[src/rtl/core/brah_pkg.sv]
package brah_pkg;

  localparam int unsigned HistoryDepth = 24;
  localparam int unsigned IdxW = $clog2(HistoryDepth);
  localparam logic [15:0] BucketSecondsReset = 16'd600;
  localparam logic [7:0] RateClamp = 8'd200;
  localparam logic [6:0] ScaleTop = 7'd127;
  localparam logic [7:0] CountMax = 8'd255;
  // (x * ScaleRecip) >> ScaleShift equals x / 200 for x up to 200 * 127
  localparam logic [13:0] ScaleRecip = 14'd10486;
  localparam int unsigned ScaleShift = 21;

  localparam logic KindSample = 1'b0;
  localparam logic KindDump = 1'b1;

  typedef struct packed {
    logic        kind;
    logic [31:0] time_seconds;
    logic [7:0]  rate_bpm;
  } req_t;

  typedef struct packed {
    logic [4:0] point_index;
    logic [6:0] point_value;
    logic       point_valid;
    logic       last;
  } rsp_t;

  // classified request handed from front to back
  typedef struct packed {
    logic        dump;
    logic [31:0] bucket;
    logic [7:0]  rate;
  } cmd_t;

endpackage

[src/rtl/core/brah_front.sv]
module brah_front import brah_pkg::*; (
  input  logic        clk_i,
  input  logic        rst_ni,
  input  logic [15:0] bucket_seconds_i,
  input  logic        req_valid_i,
  output logic        req_ready_o,
  input  req_t        req_i,
  output logic        cmd_valid_o,
  input  logic        cmd_ready_i,
  output cmd_t        cmd_o
);

  // serial restoring divide of time by bucket length, one quotient bit a cycle
  logic        busy_q, busy_d;
  logic [5:0]  cnt_q, cnt_d;
  logic [31:0] quo_q, quo_d;
  logic [15:0] rem_q, rem_d;
  logic [15:0] div_q, div_d;
  logic [7:0]  rate_q, rate_d;
  logic        out_v_q, out_v_d;
  cmd_t        out_q, out_d;
  logic [16:0] trial;
  logic [16:0] shifted;

  assign req_ready_o = !busy_q && !out_v_q;
  assign cmd_valid_o = out_v_q;
  assign cmd_o = out_q;
  assign shifted = {rem_q, quo_q[31]};
  assign trial = shifted - {1'b0, div_q};

  always_comb begin
    busy_d = busy_q;
    cnt_d = cnt_q;
    quo_d = quo_q;
    rem_d = rem_q;
    div_d = div_q;
    rate_d = rate_q;
    out_v_d = out_v_q;
    out_d = out_q;
    if (out_v_q && cmd_ready_i) out_v_d = 1'b0;
    if (req_valid_i && req_ready_o) begin
      if (req_i.kind == KindDump) begin
        out_v_d = 1'b1;
        out_d = '{dump: 1'b1, bucket: '0, rate: '0};
      end else begin
        busy_d = 1'b1;
        cnt_d = 6'd0;
        quo_d = req_i.time_seconds;
        rem_d = '0;
        div_d = (bucket_seconds_i == 16'd0) ? 16'd1 : bucket_seconds_i;
        rate_d = req_i.rate_bpm;
      end
    end else if (busy_q) begin
      if (!trial[16]) begin
        rem_d = trial[15:0];
        quo_d = {quo_q[30:0], 1'b1};
      end else begin
        rem_d = shifted[15:0];
        quo_d = {quo_q[30:0], 1'b0};
      end
      cnt_d = cnt_q + 6'd1;
      if (cnt_q == 6'd31) begin
        busy_d = 1'b0;
        out_v_d = 1'b1;
        out_d = '{dump: 1'b0, bucket: quo_d, rate: rate_q};
      end
    end
  end

  always_ff @(posedge clk_i or negedge rst_ni) begin
    if (!rst_ni) begin
      busy_q <= 1'b0;
      out_v_q <= 1'b0;
      cnt_q <= '0;
    end else begin
      busy_q <= busy_d;
      out_v_q <= out_v_d;
      cnt_q <= cnt_d;
    end
  end

  always_ff @(posedge clk_i) begin
    quo_q <= quo_d;
    rem_q <= rem_d;
    div_q <= div_d;
    rate_q <= rate_d;
    out_q <= out_d;
  end

endmodule

[src/rtl/core/brah_back.sv]
module brah_back import brah_pkg::*; (
  input  logic clk_i,
  input  logic rst_ni,
  input  logic cmd_valid_i,
  output logic cmd_ready_o,
  input  cmd_t cmd_i,
  output logic rsp_valid_o,
  input  logic rsp_ready_i,
  output rsp_t rsp_o
);

  localparam logic [2:0] StIdle  = 3'd0;
  localparam logic [2:0] StShift = 3'd1;
  localparam logic [2:0] StDiv   = 3'd2;
  localparam logic [2:0] StScale = 3'd3;
  localparam logic [2:0] StEmit  = 3'd4;
  localparam logic [2:0] StDump  = 3'd5;

  logic [2:0]  st_q, st_d;
  logic [6:0]  hval_q [HistoryDepth];
  logic [6:0]  hval_d [HistoryDepth];
  logic [HistoryDepth-1:0] hvld_q, hvld_d;
  logic [31:0] cur_q, cur_d;
  logic [15:0] sum_q, sum_d;
  logic [7:0]  cnt_q, cnt_d;
  logic        rdy_q, rdy_d;
  cmd_t        cmd_q, cmd_d;
  logic [31:0] dist_q, dist_d;
  // average divide: quotient of 16 bit sum by 8 bit count
  logic [15:0] aq_q, aq_d;
  logic [8:0]  ar_q, ar_d;
  logic [4:0]  step_q, step_d;
  logic [IdxW-1:0] idx_q, idx_d;
  logic        ov_q, ov_d;
  rsp_t        o_q, o_d;
  logic [9:0]  atrial;
  logic [9:0]  ash;
  logic [7:0]  avg;
  logic [14:0] prod_q, prod_d;
  logic [27:0] recip;

  assign cmd_ready_o = (st_q == StIdle) && !ov_q;
  assign rsp_valid_o = ov_q;
  assign rsp_o = o_q;
  assign ash = {ar_q, aq_q[15]};
  assign atrial = ash - {2'b0, cnt_q};
  assign avg = (aq_q > {8'd0, RateClamp}) ? RateClamp : aq_q[7:0];
  assign recip = 28'(prod_q) * 28'(ScaleRecip);

  always_comb begin
    st_d = st_q;
    hval_d = hval_q;
    hvld_d = hvld_q;
    cur_d = cur_q;
    sum_d = sum_q;
    cnt_d = cnt_q;
    rdy_d = rdy_q;
    cmd_d = cmd_q;
    dist_d = dist_q;
    aq_d = aq_q;
    ar_d = ar_q;
    step_d = step_q;
    idx_d = idx_q;
    ov_d = ov_q;
    o_d = o_q;
    prod_d = prod_q;
    if (ov_q && rsp_ready_i) ov_d = 1'b0;
    case (st_q)
      StIdle: begin
        if (cmd_valid_i && cmd_ready_o) begin
          cmd_d = cmd_i;
          idx_d = '0;
          if (cmd_i.dump) begin
            st_d = StDump;
          end else if (!rdy_q || cmd_i.bucket < cur_q) begin
            hvld_d = '0;
            cur_d = cmd_i.bucket;
            sum_d = '0;
            cnt_d = '0;
            rdy_d = 1'b1;
            st_d = StEmit;
          end else if (cmd_i.bucket > cur_q) begin
            dist_d = cmd_i.bucket - cur_q;
            cur_d = cmd_i.bucket;
            sum_d = '0;
            cnt_d = '0;
            st_d = StShift;
          end else begin
            st_d = StEmit;
          end
        end
      end
      StShift: begin
        // one position per cycle
        if (dist_q >= 32'(HistoryDepth)) begin
          hvld_d = '0;
          st_d = StEmit;
        end else if (dist_q == 32'd0) begin
          st_d = StEmit;
        end else begin
          for (int i = HistoryDepth - 1; i > 0; i--) hval_d[i] = hval_q[i-1];
          hvld_d = {hvld_q[HistoryDepth-2:0], 1'b0};
          dist_d = dist_q - 32'd1;
        end
      end
      StEmit: begin
        // sample path: update sum first if the rate counts
        if (cmd_q.rate != 8'd0 && cnt_q < CountMax && step_q == 5'd0) begin
          sum_d = sum_q + {8'd0, cmd_q.rate};
          cnt_d = cnt_q + 8'd1;
          cmd_d.rate = 8'd0;
          aq_d = sum_q + {8'd0, cmd_q.rate};
          ar_d = '0;
          step_d = 5'd0;
          st_d = StDiv;
        end else if (!ov_q) begin
          ov_d = 1'b1;
          o_d = '{point_index: '0, point_value: hvld_q[0] ? hval_q[0] : 7'd0,
                  point_valid: hvld_q[0], last: 1'b1};
          step_d = 5'd0;
          st_d = StIdle;
        end
      end
      StDiv: begin
        if (!atrial[9]) begin
          ar_d = atrial[8:0];
          aq_d = {aq_q[14:0], 1'b1};
        end else begin
          ar_d = ash[8:0];
          aq_d = {aq_q[14:0], 1'b0};
        end
        step_d = step_q + 5'd1;
        if (step_q == 5'd15) st_d = StScale;
      end
      StScale: begin
        // step 16: multiply by 127, then 17: divide by 200 via reciprocal multiply
        if (step_q == 5'd16) begin
          prod_d = 15'(avg * ScaleTop);
          step_d = 5'd17;
        end else begin
          hval_d[0] = recip[ScaleShift+6:ScaleShift];
          hvld_d[0] = 1'b1;
          step_d = 5'd1;
          st_d = StEmit;
        end
      end
      StDump: begin
        if (!ov_q || rsp_ready_i) begin
          ov_d = 1'b1;
          o_d = '{point_index: 5'(idx_q),
                  point_value: hvld_q[idx_q] ? hval_q[idx_q] : 7'd0,
                  point_valid: hvld_q[idx_q],
                  last: idx_q == IdxW'(HistoryDepth - 1)};
          if (idx_q == IdxW'(HistoryDepth - 1)) st_d = StIdle;
          else idx_d = idx_q + 1'b1;
        end
      end
      default: st_d = StIdle;
    endcase
  end

  always_ff @(posedge clk_i or negedge rst_ni) begin
    if (!rst_ni) begin
      st_q <= StIdle;
      hvld_q <= '0;
      cur_q <= '0;
      sum_q <= '0;
      cnt_q <= '0;
      rdy_q <= 1'b0;
      ov_q <= 1'b0;
      step_q <= '0;
      idx_q <= '0;
    end else begin
      st_q <= st_d;
      hvld_q <= hvld_d;
      cur_q <= cur_d;
      sum_q <= sum_d;
      cnt_q <= cnt_d;
      rdy_q <= rdy_d;
      ov_q <= ov_d;
      step_q <= step_d;
      idx_q <= idx_d;
    end
  end

  always_ff @(posedge clk_i) begin
    hval_q <= hval_d;
    cmd_q <= cmd_d;
    dist_q <= dist_d;
    aq_q <= aq_d;
    ar_q <= ar_d;
    o_q <= o_d;
    prod_q <= prod_d;
  end

endmodule

[src/rtl/core/bucketed_rate_average_history.sv]
// sample: about 34 cycles in the front divider, then up to 24 shift cycles
// plus about 20 cycles of average divide and scaling in the back
// dump: 24 results, one per cycle while the output is taken
// one request in each part at a time; the two parts overlap via a one-entry queue
// reset: history invalid, bucket length 600, first sample restarts the history
module bucketed_rate_average_history import brah_pkg::*; (
  input  logic        clk_i,
  input  logic        rst_ni,
  input  logic        cfg_we_i,
  input  logic [15:0] cfg_wdata_i,
  input  logic        in_valid_i,
  output logic        in_ready_o,
  input  req_t        in_data_i,
  output logic        out_valid_o,
  input  logic        out_ready_i,
  output rsp_t        out_data_o
);

  logic [15:0] bsec_q;
  logic        cv, cr;
  cmd_t        c;

  always_ff @(posedge clk_i or negedge rst_ni) begin
    if (!rst_ni) begin
      bsec_q <= BucketSecondsReset;
    end else if (cfg_we_i) begin
      bsec_q <= cfg_wdata_i;
    end
  end

  brah_front u_front (
    .clk_i, .rst_ni, .bucket_seconds_i(bsec_q),
    .req_valid_i(in_valid_i), .req_ready_o(in_ready_o), .req_i(in_data_i),
    .cmd_valid_o(cv), .cmd_ready_i(cr), .cmd_o(c)
  );

  brah_back u_back (
    .clk_i, .rst_ni,
    .cmd_valid_i(cv), .cmd_ready_o(cr), .cmd_i(c),
    .rsp_valid_o(out_valid_o), .rsp_ready_i(out_ready_i), .rsp_o(out_data_o)
  );

endmodule
[config.mk]
export PLATFORM = sky130hd
export DESIGN_NAME = bucketed_rate_average_history
export DESIGN_NICKNAME = d
export VERILOG_FILES = /design/src/rtl/core/brah_pkg.sv /design/src/rtl/core/brah_front.sv /design/src/rtl/core/brah_back.sv /design/src/rtl/core/bucketed_rate_average_history.sv
export SDC_FILE = /design/constraint.sdc
export NUM_CORES = 1
export LEC_CHECK = 0
export BUFFER_PORTS_ARGS = -buffer_cell sky130_fd_sc_hd__buf_2
export CAP_MARGIN = 25
export CORE_MARGIN = 10
export CORE_UTILIZATION = 25
export CTS_CLUSTER_SIZE = 10
export DETAILED_ROUTE_END_ITERATION = 7
export SYNTH_ARGS = -nofsm -noshare
export SYNTH_HDL_FRONTEND = slang
export SYNTH_HIERARCHICAL = 1
export SYNTH_SLANG_ARGS = --single-unit
[constraint.sdc]
create_clock -name clk_i -period 10.3 [get_ports clk_i]
set_input_delay 2.575 -clock clk_i [delete_from_list [all_inputs] [get_ports clk_i]]
set_output_delay 2.575 -clock clk_i [all_outputs]
set_load 0.01 [all_outputs]
==> results.md, run 1 <==
* P_leak at around 13 nW
* Clock Path Buffers at 3
* Critical Path RT at 10.66 ns
* DRT iter0 DRCs at 1096
* Final period util at 0.5610
* Reg clk slew, reported paths at 0.06 ns
* CP Data Arrival Time at 6.14 ns
* CP Capture Type: flop
* Worst r2r src: u_back/aq_q[1]$_DFFE_PP_
* Status: completed
* Area grow syn2layout at 13.47%
* Worst-Margin Slew at 0.9636 ns
* CTS tree: built
* Die height at between 300 and 400 um
* CP endpoint: u_back/prod_q[13]$_DFFE_PP_
* First-pass GRT wire length at between 90000 and 100000 um
* DRT antenna net count at 0
* Initial antenna violation count at 1
* Final hold viol count at 0
* Drt wl/cell at ~14 um
* Floorplan Core Area at 0.1143 sq mm
* Max Clock Freq at 173.0 MHz
* Synth warnings at 6
* Max rail drop VDD at 154.1 uV
* R2R setup slack at 4.52 ns
* Grt ovf at 0
* Synth Flop Type: edfxtp_1
* Final worst slack at around 4.5 ns
* Die Width at 359.2 um
* Final Max Tran Viols at 0
* CP Max Fanout at 11
* Root buffer cell: clkbuf_16
* Final Critical Period at 5.779 ns
* Largest net degree at the start of global routing at between 80 and 90
* Number of synthesized flops with an enable pin at around 380
* Rel. slew slack at 0.3576
* Clock latency on the worst-skew pair at 0.63 ns
* Hold buffers post-CTS at 0
* 1st-pass router iterations at 5
* # rows at ~120
* Setup TNS at 0 ns
* FF-to-FF End: u_back/prod_q[13]$_DFFE_PP_
* H-tree levels at 2
* Count of cell types in the netlist at 76
* Final Skew at 0.03435 ns
* Setup repair bufs after CTS at 0
* Global Route Usage Sum at 0.08911
* Ports at 78
* Share of post-route cells with drive strength above 1 at 0.1108
* Via density per instance at 4.409
* Synthesized area at 0.02877 sq mm
* CTS sink count at roughly 490
* RSZ-0062 raised after global routing: no
* Hold/Removal Path Class: flop to flop
* Number of setup violations in the final report at 0
* Starting density of the core at 0.2516
* Flops & latches, synth at just under 500
* Full die area at 0.1290 sq mm
* Nets at 2853
* Cts repair resizes at 0
* Diodes inserted at 0
* R2R depth at 18
* # DRC at 0
* Syn Nets at 2786
* Register area share after synthesis at 0.4952
* IO Port Bufs at 77
* Vias in the first global route at ~18000
* Detailed Place HPWL at 41880 um
* RePlAce Congestion at 0.8194
* PD cells at 231.6 mW/mm^2
* Syn avg cell area at 11.84 sq um
* Routed WL at between 50000 and 60000 um
* Setup crit start: u_back/aq_q[1]$_DFFE_PP_
* Max Cap Viol at 0
* CP Launch Type: flop
* Crit path kind: flop to flop
* Cells after synthesis at 2430
* CTS Buf Count at 57
* Fraction of registers with async set or reset after synthesis at 0.2409
* Dpl ws at about 4.5 ns
* DR vias at 17890
-- power breakdown --
part / total (mW) / internal (mW) / leakage (nW) / switching (mW)
Clock: 1.90 / 1.10 / 0.829 / 0.801
Combinational: 2.81 / 1.21 / 7.25 / 1.61
Sequential: 2.85 / 2.67 / 4.99 / 0.183
-- Yosys cell counts, types with 8 or more instances --
cell type / number / area share
a21o_1: 59 / 0.015
nor3_1: 27 / 0.0047
xor2_1: 43 / 0.013
mux2_2: 15 / 0.0059
buf_2: 17 / 0.0030
nand4_1: 15 / 0.0033
mux2_4: 10 / 0.0052
o211ai_1: 10 / 0.0026
a22o_1: 10 / 0.0030
dfrtp_1: 115 / 0.10
o21a_1: 18 / 0.0047
and3_1: 19 / 0.0041
mux4_2: 56 / 0.044
ha_1: 202 / 0.088
nand3_1: 45 / 0.0078
nand2b_1: 21 / 0.0046
nand2_1: 226 / 0.029
nor2b_1: 34 / 0.0074
edfxtp_1: 375 / 0.39
inv_1: 287 / 0.037
nor2_1: 94 / 0.012
and2_1: 52 / 0.011
a31oi_1: 15 / 0.0033
o21ai_1: 39 / 0.0068
nor4_1: 19 / 0.0041
clkbuf_1: 68 / 0.0089
xnor2_1: 70 / 0.021
or3_1: 13 / 0.0028
o21ai_0: 84 / 0.015
a21oi_1: 102 / 0.018
a211oi_1: 8 / 0.0021
fa_1: 92 / 0.064
mux2i_1: 46 / 0.016
-- sequential cells by signal, summed over array words and instances (netlist names), 6 cells and up --
signal and count:
u_back/dist_q 32, u_back/ar_q 9, u_front/div_q 16, u_front/cnt_q 6, u_back/aq_q 16, u_back/hval_q 168, u_front/rem_q 16, bsec_q 16
u_back/cur_q 32, u_front/rate_q 8, u_back/prod_q 15, u_back/cnt_q 8, u_front/cmd_o 41, u_back/rsp_o 14, u_back/sum_q 16, u_front/quo_q 32
u_back/cmd_q 8, u_back/hvld_q 24
-- how the worst min path moves through the flow --
stage                                 startpoint                      endpoint  slack, ns  cells past startpoint
floorplan             u_back/hval_q[7]$_DFFE_PP_    u_back/hval_q[0]$_DFFE_PP_       0.42                      0
global placement    u_back/hval_q[142]$_DFFE_PP_  u_back/hval_q[135]$_DFFE_PP_       0.42                      0
detailed placement  u_back/hval_q[121]$_DFFE_PP_  u_back/hval_q[114]$_DFFE_PP_       0.43                      0
CTS                 u_back/hval_q[121]$_DFFE_PP_  u_back/hval_q[114]$_DFFE_PP_       0.44                      0
global route        u_back/hval_q[133]$_DFFE_PP_  u_back/hval_q[126]$_DFFE_PP_       0.45                      0
finish              u_back/hval_q[121]$_DFFE_PP_  u_back/hval_q[114]$_DFFE_PP_       0.44                      0
-- worst max-delay path: stages (launching register included) --
cell      delay (ns)
edfxtp_1        0.46
o31a_1          0.31
o311ai_0        0.24
and3_1          0.38
nand2_1         0.24
inv_1           0.17
fa_1            0.43
inv_1           0.14
fa_1            0.46
fa_1            0.52
fa_1            0.56
inv_1           0.05
ha_1            0.33
or3_1           0.36
a41oi_1         0.31
nor2b_1         0.07
o21ai_0         0.20
a21oi_1         0.11
xor2_1          0.14
-- layer usage --
layer	GRT usage	vias to the layer above	routed length, um
met5	0	-	13
met4	0.01897	2	856
met3	0.01898	66	2820
met2	0.1376	304	25860
met1	0.1267	8743	29020
li1	-	8775	-
-- cell families (layout without fill, tap and decap cells) --
group | Yosys count | in the layout | share of synthesized area
AOI/OAI and AO/OA | 427 | 427 | 0.09578
xor gates and xnor gates | 113 | 113 | 0.03440
adders and majority gates | 294 | 294 | 0.1519
buffers and inverters | 384 | 500 | 0.05272
DFF | 494 | 494 | 0.4952
muxes | 128 | 128 | 0.07133
and+or+nand+nor | 590 | 590 | 0.09873
-- final cells by class --
cell class / count / area (sq um)
sequential: 494 / 14250
multi-input combinational: 1552 / 13040
inverter: 287 / 1082
clock buffer: 102 / 1637
clock inverter: 6 / 107.6
timing repair buffer: 105 / 631.9
tap: 1512 / 1892
fill: 11741 / 81700
-- through the flow --
step                        util  std cells  total power, mW  hold slack (ns)  cell area [sq um]
after floorplan                -       2430            5.026           0.4207              28770
after global placement    0.2697       3947            5.654           0.4228              30840
after detailed placement  0.2697       3947            5.690           0.4274              30840
after CTS                 0.2850       4055            7.630           0.4395              32590
after global routing      0.2855       4058            8.112           0.4516              32640
final                     0.2855       4058            7.561           0.4404              32640
-- layout by cell type (no fill, tap or decap), types with 56 or more instances in the layout --
cell type,instances
a21oi_1,102
fa_1,92
nor2_1,94
nand2_1,224
inv_1,286
buf_2,76
edfxtp_1,375
xnor2_1,70
o21ai_0,83
clkbuf_16,58
mux4_2,56
dfrtp_1,113
ha_1,202
a21o_1,59
No activity file was read; power rests on OpenSTA's default activity.
==> run 2: changes to the inputs <==
Clock period 10.3 ns to 4.9 ns, I/O delays scaled along.
==> results.md, run 2 (synthesis gave the netlist of run 1 again) <==
* Most common cell after layout, fill and taps aside: edfxtp_1
* Worst-Margin Slew at 0.9841 ns (+0.02047 ns)
* R2R setup slack at -0.05 ns (-4.57 ns)
* Critical Path RT at 5.23 ns (-5.43 ns)
* Hold Startpoint: u_back/hval_q[134]$_DFFE_PP_
* Die height at 359.2 um (unchanged)
* CTS Buf Count at 58 (+1.8%)
* Detailed Place HPWL at 42800 um (+2.2%)
* H-tree levels at 2 (unchanged)
* P_leak at 13.51 nW (+3.3%)
* Final Skew at 0.07697 ns (+0.04262 ns)
* Violated checks: setup timing
* Number of setup violations in the final report at 4 (+4)
* Initial antenna violation count at 1 (unchanged)
* Nets at 2925 (+2.5%)
* DRT antenna net count at 0 (unchanged)
* Hold/Removal Path Class: flop to flop
* Area grow syn2layout at 17.19%
* Worst hold stages at 0 (unchanged)
* # DRC at 0 (unchanged)
* R2R depth at 18 (unchanged)
* Post-route design area at 0.03371 sq mm (+3.3%)
* CP Data Arrival Time at 5.28 ns (-0.86 ns)
* RSZ-0062 raised after global routing: yes
* First-pass GRT wire length at 99190 um (+2.2%)
* CP Max Fanout at 5 (-6)
* DR vias at 18248 (+2.0%)
* Share of post-route cells with drive strength above 1 at 0.1625 (+0.05175)
* IO Port Bufs at 77 (unchanged)
* Final hold viol count at 0 (unchanged)
* Drt wl/cell at 14.66 um (+1.6%)
* PD cells at 478.3 mW/mm^2 (+110%)
* Final Critical Period at 4.950 ns (-0.8285 ns)
* Largest register FFs at 168 (unchanged)
* Worst r2r src: u_back/aq_q[0]$_DFFE_PP_
* Final Max Tran Viols at 0 (unchanged)
* Via density per instance at 4.427 (+0.42%)
* DRT iter0 DRCs at 994 (-9.3%)
* CTS tree: built
* Reg clk slew, reported paths at 0.06 ns (about the same)
* Final worst slack at -0.05020 ns (-4.571 ns)
* # rows at 124 (unchanged)
* FF-to-FF End: u_back/prod_q[13]$_DFFE_PP_
* Clock latency on the worst-skew pair at 0.66 ns (+0.03 ns)
* Post-DP Area at 0.03137 sq mm (+1.7%)
* 1st-pass router iterations at 5 (unchanged)
* Starting density of the core at 0.2516 (unchanged)
* Hold buffers post-CTS at 0 (unchanged)
* Status: finished, violations left
* Filler cell count at 11615 (-1.1%)
* Die Width at 359.2 um (unchanged)
* CP Launch Type: flop
* Setup TNS at -0.1485 ns (-0.1485 ns)
* Crit path kind: flop to flop
* Vias in the first global route at 18463 (+1.9%)
* Grt ovf at 0 (unchanged)
* Largest net degree at the start of global routing at 68 (-21%)
* Largest Register: u_back/hval_q
* Worst Hold Slack at 0.4056 ns (-0.03482 ns)
* Setup crit start: u_back/aq_q[0]$_DFFE_PP_
* Floorplan Core Area at 0.1143 sq mm (unchanged)
* RePlAce Congestion at 0.8253 (+0.72%)
* Hold Path End: u_back/hval_q[127]$_DFFE_PP_
* Max rail drop VDD at 398.7 uV (+160%)
* Ports at 78 (unchanged)
* Most frequent cells in the layout: edfxtp_1, inv_1, nand2_1, ha_1, dfrtp_1
* Rel. slew slack at 0.3354 (-0.02223)
* Final period util at 1.010 (+0.4492)
* CP Capture Type: flop
* Max Clock Freq at 202.0 MHz (+17%)
* Routed WL at 60450 um (+3.2%)
* Full die area at 0.1290 sq mm (unchanged)
* Clock Path Buffers at 3 (unchanged)
* Root buffer cell: clkbuf_16
* Max Cap Viol at 0 (unchanged)
* CTS sink count at 494 (unchanged)
* Global Route Usage Sum at 0.09128 (+0.002173)
==> run 2: metrics by stage <==
stage | setup slack [ns] | total power, mW | util | cells
3_3_place_gp | -0.07083 | 12.01 | 0.2739 | 3991
6_report | -0.05020 | 16.12 | 0.2948 | 4122
4_1_cts | -0.07933 | 16.26 | 0.2911 | 4107
3_5_place_dp | -0.1225 | 12.12 | 0.2743 | 3993
2_1_floorplan | -0.007600 | 10.61 | - | 2430
5_1_grt | -0.2839 | 17.26 | 0.2948 | 4121
==> run 2: where the power goes <==
group          switching [mW]  internal, mW
combinational            3.48          2.63
sequential              0.393          5.60
clock                    1.71          2.31
==> run 2: critical path, cell delays in order (launching register included) <==
cell,delay (ns)
edfxtp_1,0.38
o31a_1,0.30
o311ai_1,0.23
and3_4,0.28
buf_12,0.13
nand2b_4,0.05
fa_1,0.49
inv_2,0.05
fa_1,0.48
fa_2,0.60
fa_1,0.42
inv_2,0.08
ha_4,0.20
or3_4,0.32
a41oi_2,0.15
nor2b_1,0.06
o21ai_1,0.14
a21oi_1,0.09
xor2_1,0.14
==> run 2: layout make-up <==
class / count / area, sq um / area share
repair buffers: 176 / 1267 / 0.03760
clock buffers: 94 / 1668 / 0.04947
clock inverters: 6 / 75.07 / 0.002227
inverters: 287 / 1086 / 0.03221
multi-input cells: 1552 / 13470 / 0.3996
diodes: 1 / 2.502 / 0.00007423
well taps: 1512 / 1892 / 0.05612
flip-flops and latches: 494 / 14250 / 0.4227
==> run 2: timing repair <==
| action | CTS | global route |
|---|---|---|
| pin swaps | 19 | 44 |
| resized for setup | 14 | 58 |
| endpoints found under the setup margin | 6 | 12 |
| buffers inserted | 13 | 16 |
| gates cloned | 1 | 0 |
==> run 2: per-layer routing <==
| layer | part of all wire | track usage |
|---|---|---|
| met4 | 0.019 | 0.02261 |
| met3 | 0.051 | 0.01873 |
| met1 | 0.49 | 0.1294 |
| met5 | 0 | 0 |
| met2 | 0.44 | 0.1405 |
==> run 2: worst max-delay path by stage <==
stage	to	slack [ns]	cells past startpoint
2_1_floorplan	u_back/prod_q[13]$_DFFE_PP_	-0.008	18
3_3_place_gp	u_back/hval_q[165]$_DFFE_PP_	-0.07	16
3_5_place_dp	u_back/hval_q[165]$_DFFE_PP_	-0.12	16
4_1_cts	u_back/prod_q[11]$_DFFE_PP_	-0.08	18
5_1_grt	u_back/prod_q[13]$_DFFE_PP_	-0.28	19
6_report	u_back/prod_q[13]$_DFFE_PP_	-0.05	18
==> run 3: changes to the inputs <==
Settings changed: CELL_PAD_IN_SITES_DETAIL_PLACEMENT set to 0, CELL_PAD_IN_SITES_GLOBAL_PLACEMENT set to 1, PLACE_DENSITY_LB_ADDON set to 0.1.
==> results.md, run 3 (synthesis gave the netlist of run 1 again) <==
* Switch share at 0.3535 (+0.007371)
* Max rail drop VDD at 263.4 uV (-34%)
* Violated checks: setup timing
* Crit path kind: flop to flop
* DRT antenna net count at 0 (unchanged)
* Int Pwr at 11.10 mW (+5.3%)
* Most frequent cells in the layout: edfxtp_1, inv_1, nand2_1, ha_1, dfrtp_1
* Vias in the first global route at 19555 (+5.9%)
* Routed WL at 70220 um (+16%)
* Setup TNS at -0.09266 ns (+0.05585 ns)
* Detailed Place HPWL at 50370 um (+18%)
* CP Max Fanout at 6 (+1)
* Reg clk slew, reported paths at 0.05 ns (about the same)
* DR vias at 18198 (-0.27%)
* Most common cell after layout, fill and taps aside: edfxtp_1
* 1st-pass router iterations at 5 (unchanged)
* P_leak at 13.85 nW (+2.5%)
* Number of setup violations in the final report at 4 (unchanged)
* Root buffer cell: clkbuf_16
* IO Port Bufs at 77 (unchanged)
* CTS Buf Count at 68 (+17%)
* Final Max Tran Viols at 0 (unchanged)
* Hold buffers post-CTS at 0 (unchanged)
* Register area at 0.01425 sq mm (unchanged)
* Sw power at 6.071 mW (+8.8%)
* Post-Place Cells at 4021 (+0.70%)
* Share of post-route cells with drive strength above 1 at 0.1784 (+0.01591)
* Worst-Margin Slew at 0.9913 ns (+0.007248 ns)
* Comb pwr share at 0.370 (-0.009)
* Final worst slack at -0.03460 ns (+0.01561 ns)
* RSZ-0062 raised after global routing: yes
* Global Route Usage Sum at 0.1072 (+0.01588)
* Final Critical Period at 4.935 ns (-0.01561 ns)
* Hold/Removal Path Class: flop to flop
* Largest net degree at the start of global routing at 70 (+2.9%)
* Nets at 2959 (+1.2%)
* Clk network pwr share at 0.278 (+0.029)
* PD cells at 500.6 mW/mm^2 (+4.7%)
* Die height at 359.2 um (unchanged)
* Largest Register: u_back/hval_q
* Largest register FFs at 168 (unchanged)
* Initial antenna violation count at 0 (-1)
* Ports at 78 (unchanged)
* Clock latency on the worst-skew pair at 0.64 ns (-0.02 ns)
* # rows at 124 (unchanged)
* RePlAce Congestion at 0.7489 (-9.3%)
* Area of the multi-input gates at 0.01350 sq mm (+0.17%)
* CP Capture Type: flop
* Max Cap Viol at 0 (unchanged)
* Diodes inserted at 0 (-1)
* Full die area at 0.1290 sq mm (unchanged)
* Via density per instance at 4.371 (-1.3%)
* Final hold viol count at 0 (unchanged)
* Clock Path Buffers at 3 (unchanged)
* Max Clock Freq at 202.7 MHz (+0.32%)
* Rel. slew slack at 0.3370 (+0.001605)
* Die Width at 359.2 um (unchanged)
* Area grow syn2layout at 19.28%
* CP Data Arrival Time at 5.30 ns (+0.02 ns)
* First-pass GRT wire length at 112100 um (+13%)
* Status: finished, violations left
* DRT iter0 DRCs at 732 (-26%)
* Drt wl/cell at 16.87 um (+15%)
* Final Skew at 0.02698 ns (-0.04998 ns)
* Critical Path RT at 5.27 ns (+0.04 ns)
* CTS sink count at 494 (unchanged)
* Final period util at 1.007 (-0.003185)
* CP Launch Type: flop
* CTS tree: built
* Starting density of the core at 0.2516 (unchanged)
* Register share of total power at 0.352 (-0.020)
* Filler cell count at 11654 (+0.34%)
* # DRC at 0 (unchanged)
* Grt ovf at 0 (unchanged)
* H-tree levels at 3 (+1)
* Layout Cells excl Fill at 4163 (+0.99%)
* Floorplan Core Area at 0.1143 sq mm (unchanged)
==> run 3: path summary, 6_finish.rpt <==
| kind | from | end | slack (ns) | cells after the start |
|---|---|---|---|---|
| min in group asynchronous | rst_ni | u_back/cnt_q[4]$_DFFE_PN0P_ | 0.62 | 1 |
| worst max register to register | u_back/aq_q[1]$_DFFE_PP_ | u_back/prod_q[13]$_DFFE_PP_ | -0.03 | 17 |
| worst min register to register | u_back/hval_q[29]$_DFFE_PP_ | u_back/hval_q[22]$_DFFE_PP_ | 0.44 | 0 |
| max in group asynchronous | rst_ni | u_back/hvld_q[13]$_DFFE_PN0P_ | 3.34 | 2 |
| worst max-delay path | u_back/aq_q[1]$_DFFE_PP_ | u_back/prod_q[13]$_DFFE_PP_ | -0.03 | 17 |
| worst min-delay path | u_back/hval_q[29]$_DFFE_PP_ | u_back/hval_q[22]$_DFFE_PP_ | 0.44 | 0 |
==> run 3: what timing repair did <==
item                                    4_1_cts  5_1_grt
endpoints found under the setup margin        9       12
pin swaps                                    32       34
buffers inserted                              9       13
gates resized for setup                      28       44
gates cloned                                  1        0
==> run 3: final cells by class <==
cell class | instances | area share
flip-flops and latches | 494 | 0.4153
well taps | 1512 | 0.05514
clock inverters | 26 | 0.007986
clock buffers | 92 | 0.05401
repair buffers | 200 | 0.04248
multi-input cells | 1552 | 0.3933
inverters | 287 | 0.03180
==> run 3: critical path, cell delays in order (launching register included) <==
cell and delay (ns):
edfxtp_1 0.39, o31a_1 0.33, o311ai_2 0.26, and3_4 0.24, buf_12 0.14, nand2_4 0.07, fa_1 0.56, fa_1 0.45
fa_1 0.50, fa_1 0.50, inv_2 0.05, ha_4 0.17, or3_4 0.38, a41oi_2 0.15, nor2b_1 0.07, o21ai_1 0.15
a21oi_1 0.10, xor2_1 0.16
==> run 3: power by group through the flow <==
stage	clock, mW	combinational (mW)	sequential, mW
final	4.78	6.35	6.05
after global routing	5.16	7.15	6.15
after CTS	5.01	6.43	6.06
after detailed placement	0	6.38	6.14
after global placement	0	6.33	6.14
after floorplan	0	4.66	5.95
==> run 3: routing by layer <==
layer / vias to the layer above / share of wire / track usage
met5: - / 0 / 0
met4: 0 / 0.025 / 0.03189
met3: 103 / 0.031 / 0.01873
met2: 231 / 0.45 / 0.1697
met1: 8892 / 0.49 / 0.1479
li1: 8972 / - / -
==> run 3: per-stage QoR <==
stage                     power, mW  area, sq um  utilization  setup WS (ns)  hold slack, ns
after global placement        12.47        31540       0.2759        -0.1847          0.4286
after global routing          18.46        34310       0.3001        -0.2467          0.4527
final                         17.17        34310       0.3001       -0.03460          0.4393
after floorplan               10.61        28890            -      -0.007600          0.4207
after CTS                     17.50        33970       0.2971       -0.06924          0.4397
after detailed placement      12.52        31580       0.2762        -0.2187          0.4318
